## src/sv/spsm_pkg.sv

```systemverilog
`timescale 1ns / 1ps
// Package: sizes, op and status codes, controller/datapath command and status types
package spsm_pkg;

    localparam int MAX_SLOTS    = 1024;
    localparam int HEADER_BYTES = 8;
    localparam int SLOT_BYTES   = 4;
    localparam int PAGE_RESET   = 4096;

    localparam int FIELD_W   = 15;
    localparam int SLOT_IN_W = 16;
    localparam int OP_W      = 3;
    localparam int STAT_W    = 2;
    localparam int SIDX_W    = 10;

    localparam int CNT_W     = $clog2(MAX_SLOTS + 1);
    localparam int SLOT_W    = $clog2(MAX_SLOTS);
    localparam int WORD_BITS = 32;
    localparam int WB_W      = $clog2(WORD_BITS);
    localparam int NWORDS    = (MAX_SLOTS + WORD_BITS - 1) / WORD_BITS;
    localparam int WA_W      = (NWORDS > 1) ? $clog2(NWORDS) : 1;
    localparam int IDX_W     = (CNT_W > WA_W + WB_W) ? CNT_W : WA_W + WB_W;
    localparam int DIR_MAX   = HEADER_BYTES + MAX_SLOTS * SLOT_BYTES;
    localparam int AV_W      = $clog2(DIR_MAX + 2 * (1 << FIELD_W)) + 1;

    localparam logic [OP_W-1:0] OP_INSERT = 3'd0;
    localparam logic [OP_W-1:0] OP_DELETE = 3'd1;
    localparam logic [OP_W-1:0] OP_GET    = 3'd2;
    localparam logic [OP_W-1:0] OP_NEXT   = 3'd3;
    localparam logic [OP_W-1:0] OP_CLEAR  = 3'd4;

    localparam logic [STAT_W-1:0] ST_OK       = 2'd0;
    localparam logic [STAT_W-1:0] ST_NO_SPACE = 2'd1;
    localparam logic [STAT_W-1:0] ST_RANGE    = 2'd2;
    localparam logic [STAT_W-1:0] ST_EMPTY    = 2'd3;

    typedef struct packed {
        logic              load;
        logic              dec;
        logic              scan_start;
        logic              scan_next;
        logic              scan_rd;
        logic              tgt_slot;
        logic              tgt_found;
        logic              tgt_append;
        logic              tgt_rd;
        logic              commit;
        logic              clear;
        logic              ok_next;
        logic              fail;
        logic [STAT_W-1:0] fail_code;
        logic              out_load;
    } t_cmd;

    typedef struct packed {
        logic [OP_W-1:0] op;
        logic            no_room;
        logic            range_err;
        logic            next_oob;
        logic            found;
        logic            last_word;
        logic            tgt_bit;
        logic            app_fail;
    } t_stat;

endpackage

```

## src/sv/spsm_ctrl.sv

```systemverilog
`timescale 1ns / 1ps
// Controller: operation sequencer and output valid for the page space manager
module spsm_ctrl
    import spsm_pkg::*;
(
    input  logic  i_clk,
    input  logic  i_rst_n,
    input  logic  i_in_valid,
    output logic  o_in_stall,
    output logic  o_out_valid,
    input  logic  i_out_stall,
    input  t_stat i_stat,
    output t_cmd  o_cmd
);

    typedef enum logic [7:0] {
        S_IDLE = 8'b0000_0001,
        S_DEC  = 8'b0000_0010,
        S_SRD  = 8'b0000_0100,
        S_SCHK = 8'b0000_1000,
        S_APP  = 8'b0001_0000,
        S_TRD  = 8'b0010_0000,
        S_TACT = 8'b0100_0000,
        S_DONE = 8'b1000_0000
    } t_state;

    t_state r_state, n_state;
    logic   r_out_valid;
    t_cmd   cmd;

    always_comb begin
        n_state = r_state;
        cmd     = '0;
        unique case (r_state)
            S_IDLE: begin
                if (i_in_valid) begin
                    cmd.load = 1'b1;
                    n_state  = S_DEC;
                end
            end
            S_DEC: begin
                cmd.dec = 1'b1;
                n_state = S_DONE;
                unique case (i_stat.op) inside
                    OP_INSERT: begin
                        if (i_stat.no_room) begin
                            cmd.fail      = 1'b1;
                            cmd.fail_code = ST_NO_SPACE;
                        end else begin
                            cmd.scan_start = 1'b1;
                            n_state        = S_SRD;
                        end
                    end
                    OP_DELETE, OP_GET: begin
                        if (i_stat.range_err) begin
                            cmd.fail      = 1'b1;
                            cmd.fail_code = ST_RANGE;
                        end else begin
                            cmd.tgt_slot = 1'b1;
                            n_state      = S_TRD;
                        end
                    end
                    OP_NEXT: begin
                        if (i_stat.next_oob) begin
                            cmd.fail      = 1'b1;
                            cmd.fail_code = ST_EMPTY;
                        end else begin
                            cmd.scan_start = 1'b1;
                            n_state        = S_SRD;
                        end
                    end
                    OP_CLEAR: begin
                        cmd.clear = 1'b1;
                    end
                    default: begin
                        cmd.fail      = 1'b1;
                        cmd.fail_code = ST_RANGE;
                    end
                endcase
            end
            S_SRD: begin
                cmd.scan_rd = 1'b1;
                n_state     = S_SCHK;
            end
            S_SCHK: begin
                if (i_stat.found) begin
                    if (i_stat.op == OP_NEXT) begin
                        cmd.ok_next = 1'b1;
                        n_state     = S_DONE;
                    end else begin
                        cmd.tgt_found = 1'b1;
                        n_state       = S_TRD;
                    end
                end else if (i_stat.last_word) begin
                    if (i_stat.op == OP_NEXT) begin
                        cmd.fail      = 1'b1;
                        cmd.fail_code = ST_EMPTY;
                        n_state       = S_DONE;
                    end else begin
                        n_state = S_APP;
                    end
                end else begin
                    cmd.scan_next = 1'b1;
                    n_state       = S_SRD;
                end
            end
            S_APP: begin
                if (i_stat.app_fail) begin
                    cmd.fail      = 1'b1;
                    cmd.fail_code = ST_NO_SPACE;
                    n_state       = S_DONE;
                end else begin
                    cmd.tgt_append = 1'b1;
                    n_state        = S_TRD;
                end
            end
            S_TRD: begin
                cmd.tgt_rd = 1'b1;
                n_state    = S_TACT;
            end
            S_TACT: begin
                n_state = S_DONE;
                if (i_stat.op != OP_INSERT && !i_stat.tgt_bit) begin
                    cmd.fail      = 1'b1;
                    cmd.fail_code = ST_EMPTY;
                end else begin
                    cmd.commit = 1'b1;
                end
            end
            S_DONE: begin
                if (!r_out_valid || !i_out_stall) begin
                    cmd.out_load = 1'b1;
                    n_state      = S_IDLE;
                end
            end
            default: n_state = S_IDLE;
        endcase
    end

    always_ff @(posedge i_clk) begin
        if (!i_rst_n) begin
            r_state     <= S_IDLE;
            r_out_valid <= 1'b0;
        end else begin
            r_state <= n_state;
            if (cmd.out_load) begin
                r_out_valid <= 1'b1;
            end else if (!i_out_stall) begin
                r_out_valid <= 1'b0;
            end
        end
    end

    assign o_in_stall  = (r_state != S_IDLE);
    assign o_out_valid = r_out_valid;
    assign o_cmd       = cmd;

endmodule

```

## config.mk

```make
export PLATFORM = sky130hd
export DESIGN_NAME = spsm_ctrl
export DESIGN_NICKNAME = d
export VERILOG_FILES = /design/src/sv/spsm_pkg.sv /design/src/sv/spsm_ctrl.sv
export SDC_FILE = /design/constraint.sdc
export NUM_CORES = 1
export LEC_CHECK = 0
export BUFFER_PORTS_ARGS = -buffer_cell sky130_fd_sc_hd__buf_2
export CORE_MARGIN = 4
export CORE_UTILIZATION = 45
export CTS_BUF_LIST = sky130_fd_sc_hd__clkbuf_16
export CTS_CLUSTER_SIZE = 20
export DETAILED_ROUTE_END_ITERATION = 8
export HOLD_SLACK_MARGIN = 0.05
export PLACE_DENSITY = 0.77
export RECOVER_POWER = 100
export REMOVE_ABC_BUFFERS = 1
export SLEW_MARGIN = 30
export SYNTH_ARGS = -nofsm -noshare
export SYNTH_HDL_FRONTEND = slang
export SYNTH_SLANG_ARGS = --single-unit
export TNS_END_PERCENT = 1
```

## constraint.sdc

```tcl
create_clock -name i_clk -period 2 [get_ports i_clk]
set_clock_uncertainty 0.1 [all_clocks]
set_input_delay 0.2 -clock i_clk [delete_from_list [all_inputs] [get_ports i_clk]]
set_output_delay 0.2 -clock i_clk [all_outputs]
set_load 0.02 [all_outputs]
```

* Yosys cells after proc, flatten, opt, wreduce, memory -nomap -nowiden
Index checks and enable logic that the tools add are counted.
W data, S select, Z words.
** Storage, ports and cells
- Register bits after elaboration :: 9
- Latch bits :: 0
- RAM bits :: 0
- Memory bits (read-only) :: 0
- Bits of input ports :: 14
- Output and inout port bits :: 18
- Word-level logic and storage cells :: 79
- Memories :: 0
** Operators by class
- Add/sub/neg operators :: 0
- $mul :: 0
- Divide/modulo/power cells :: 0
- $lt $le $gt $ge :: 0
- Equality and inequality tests :: 16
- Shift-type cells :: 0
- Multiplexer cells :: 52
- Bitwise logic cells :: 0
- Reductions and logical operators :: 9
** Operators with widths (number)
- $mux W8 :: 10
- $pmux W8 S8 :: 1
- $mux W1 :: 28
- $mux W3 :: 8
- $pmux W3 S4 :: 2
- $pmux W8 S3 :: 1
- $eq A8 B1 Y1 const B :: 1
- $eq A8 B2 Y1 const B :: 1
- $eq A8 B3 Y1 const B :: 1
- $eq A8 B4 Y1 const B :: 1
- $eq A8 B5 Y1 const B :: 1
- $eq A8 B6 Y1 const B :: 1
- $eq A8 B7 Y1 const B :: 1
- $eq A8 B8 Y1 const B :: 1
- $ne A8 B1 Y1 const B :: 1
- $eq A3 B2 Y1 const B :: 2
- $ne A2 B2 Y1 const B :: 2
- $eq A3 B1 Y1 const B :: 1
- $eq A3 B3 Y1 const B :: 1
- $logic_not A1 Y1 :: 3
- $logic_not A3 Y1 :: 1
- $reduce_bool A3 Y1 :: 1
- $mux W2 :: 1
- $ne A2 B1 Y1 const B :: 1
- 5 further kinds :: 5

* Logic depth before layout (Yosys ltp)
- Word-level depth :: 5
- Mapped depth :: 5
- Gate-level depth less buffers :: 5

* Least setup slack after synthesis
No wires, ideal clock.
- Path type :: reg2out
- From :: register r_state[7]
- To :: output port o_cmd[1] (netlist bit)
- Data arrival time :: 1.806 ns
- Data required time :: 1.700 ns
- Slack :: -0.106 ns
- Stages on the path, launching flop included :: 4
- Path buffers :: 0
- Cell sequence :: dfxtp_1 -> nor4_4 -> nand3_2 -> o311ai_0
** RTL lines
- start: declaration :: line spsm_ctrl.sv:27 : t_state r_state, n_state;
- start signal: assignment :: line spsm_ctrl.sv:145 : r_state <= n_state;
- end: declaration :: line spsm_ctrl.sv:13 : output t_cmd o_cmd

==> run metrics <==
Worst slew margin=0.7433; finished layout cell area=~0.0010 mm^2; result of the run=finished clean; CTS sink count=9; Min-Delay Startpoint=i_in_valid; total count of max-transition violations in the final report=0; RSZ-0062 raised after global routing=yes; area growth from synthesis to layout=44.44%; global routing met3 resource utilization=0.03383; cell area after synthesis=roughly 720 um^2; count of non-filler cells in the finished layout=~140; critical path endpoint category=primary output; maximum clock frequency=a little over 500 MHz; overall routed net length=roughly 2.1 mm; Max Fanout on Critical Path=4; power per cell area=635.1 mW/mm^2; met1 GRT Util=0.2341; critical path required time=about 1.7 ns; syn avg cell area=about 7.9 um^2; endpoint arrival time on the critical path=roughly 1.7 ns; number of setup violations in the final report=0; total iterations of the first detailed-routing run=6; post-synthesis sequential area ratio=0.2500; initial antenna violation count=0; Tmin final=just under 2 ns; number of warnings reported in the yosys synthesis log=0; number of CTS-inserted buffers=3; cell taking the most area after synthesis=sky130_fd_sc_hd__dfxtp_1; final cycle utilization of the critical path=0.9898; number of placement rows=14; maximum number of pins on one net before global-route repair=15; Tightest Pin Transition=approximately 0.38 ns; Hold Path Depth=2; CTS max path bufs=2; root buffer cell=sky130_fd_sc_hd__clkbuf_16; net total in the final layout=between 100 and 150; worst reg2reg path startpoint=r_state[4]; cell count after synthesis=slightly above 90; horizontal die dimension=approximately 48 um; Antenna Diode Count=0; area enclosed by the die boundary=around 0.0023 mm^2; Lkg Pwr=approximately 0.47 nW; Initial Utilization=0.4784; vias in the first global route=just over 700; flop and latch count out of synthesis=9; first-pass GRT wire length=between 3 and 4 mm; instance area at placement=884.6 um^2; Worst Setup Path Type=register to primary output; fraction of final layout cells with drive strength greater than 1=0.4320; GRT met2 Usage=0.3298; setup TNS=0 ns; final total power=~0.66 mW; startpoint type of the worst setup path=register; placed wire-length estimate after detailed placement=about 1.5 mm; clock tree from TritonCTS=yes; worst supply voltage drop on vdd=0.3394 mV; count of antenna-violating nets left after detailed routing=0; vertical extent of the die=48.02 um; number of H-tree branching levels=1; I/O pins=32; DP Cell Count=around 140; top-area cell type share of the netlist area=0.2500; final hold slack=0.1067 ns; residual DRC count=0; wire length per cell after detailed routing=~15 um; CTS clock-pin slew for the worst setup and hold paths=approximately 0.040 ns; worst-case reg-to-reg path depth=6; worst min-delay path endpoint=r_state[1]; flop-to-flop setup slack=between 0.15 and 0.2 ns; number of violations of the max-capacitance limit=0; GRT busiest layer=met2; GRT Util Overall=0.2018; mean number of vias per cell=5.922; clock insertion delay at the later pin of the skew report=0.24 ns; Worst Hold Class=input pin to register; input/output buffers=31; vias after detailed routing=~840; DR iter-0 viols=10; top cells by area in the synthesized netlist=sky130_fd_sc_hd__dfxtp_1 25%, sky130_fd_sc_hd__nor4_4 5.9%, sky130_fd_sc_hd__nor2_1 5.2%, sky130_fd_sc_hd__nor3_1 4.9%, sky130_fd_sc_hd__and3_1 3.5%; hold violation total from the final report=0; distinct cell type count of the synthesized netlist=38; critical register-to-register path endpoint=r_state[0]; overflow left after global routing=0; Final GP Congestion=approximately 0.82; core area=approximately 0.0015 mm^2
==> cells by family (layout without fill, tap and decap cells) <==
group                  after synthesis  count (layout)  synth area share
AND/OR/NAND/NOR                     52              52            0.4913
AO/OA/AOI/OAI                       19              19            0.1892
buffers and inverters               10              44           0.05729
flip-flops                           9               9            0.2500
XOR/XNOR                             1               1           0.01215
==> worst max-delay path by stage <==
stage	slack [ns]	start	endpoint
final	0.02	r_state[4]	o_cmd[1]
after detailed placement	0.14	r_state[7]	o_cmd[1]
after CTS	0.007	r_state[6]	o_cmd[1]
after global routing	-0.06	r_state[7]	o_cmd[15]
after floorplan	-0.11	r_state[7]	o_cmd[1]
after global placement	0.16	r_state[7]	o_cmd[1]
==> critical path, stage by stage (launching register included) <==
cell and delay, ns:
sky130_fd_sc_hd__dfxtp_1 0.40, sky130_fd_sc_hd__nor4_4 0.07, sky130_fd_sc_hd__buf_4 0.16, sky130_fd_sc_hd__and4b_2 0.27, sky130_fd_sc_hd__a22oi_2 0.22, sky130_fd_sc_hd__o311ai_2 0.15
sky130_fd_sc_hd__buf_4 0.18
==> flip-flops by register name, summed over array words and instances (netlist names) <==
signal       count
o_out_valid      1
r_state          8
==> placed cells by master, fill, tap and decap left out, types with 3 or more instances in the layout <==
cell and instances:
sky130_fd_sc_hd__buf_2 17, sky130_fd_sc_hd__nor2_1 9, sky130_fd_sc_hd__buf_4 9, sky130_fd_sc_hd__inv_1 6
sky130_fd_sc_hd__nor3_1 6, sky130_fd_sc_hd__dfxtp_1 6, sky130_fd_sc_hd__clkbuf_2 6, sky130_fd_sc_hd__nor2b_1 4
sky130_fd_sc_hd__nand2_1 4, sky130_fd_sc_hd__and3_1 3, sky130_fd_sc_hd__nand3_1 3, sky130_fd_sc_hd__clkbuf_16 3
sky130_fd_sc_hd__dfxtp_2 3
==> layer usage <==
layer | share of wire | up-vias
met2 | 0.51 | 27
met1 | 0.41 | 393
met5 | 0 | -
met3 | 0.047 | 4
met4 | 0.027 | 0
li1 | - | 411
==> power breakdown <==
group | switching (mW) | internal (mW)
sequential | 0.00523 | 0.185
clock | 0.0909 | 0.261
combinational | 0.0704 | 0.0479
==> stage by stage <==
step / utilization / setup WS, ns
floorplan: - / -0.1060
global placement: 0.5872 / 0.1613
detailed placement: 0.5872 / 0.1351
CTS: 0.6570 / 0.007028
global route: 0.6910 / -0.06364
finish: 0.6910 / 0.02043
==> layout make-up <==
class / count / area [um^2]
multi-input combinational: 72 / 538.0
timing repair buffer: 34 / 197.7
sequential: 9 / 183.9
fill: 136 / 465.4
tap: 16 / 20.02
clock inverter: 1 / 3.754
inverter: 6 / 22.52
clock buffer: 3 / 75.07
==> cells in the mapped netlist, drive strengths merged <==
| master | instances |
|---|---|
| nor2 | 10 |
| dfxtp | 9 |
| nor3 | 7 |
| inv | 6 |
| and4b | 5 |
| and3 | 4 |
| nand2 | 4 |
| nand3 | 4 |
| nor2b | 4 |
| clkbuf | 3 |
| nor4 | 3 |
| a2111oi | 2 |
| a21boi | 2 |
| a21oi | 2 |
| a22oi | 2 |
| a31oi | 2 |
| and2 | 2 |
| nand4b | 2 |
| nor4b | 2 |
| o211ai | 2 |
| o21a | 2 |
| o21ai | 2 |
| o311ai | 2 |
| and2b | 1 |
| buf | 1 |
| nand3b | 1 |
| nand4 | 1 |
| nor3b | 1 |
| o31a | 1 |
| or4 | 1 |
| xnor2 | 1 |
==> repair_timing <==
action	in CTS	in global routing
gates resized for setup	5	17
endpoints found under the setup margin	6	9
hold buffers	0	0
buffers inserted	2	0
pin swaps	1	4
Power figures use the tool's default switching activity.
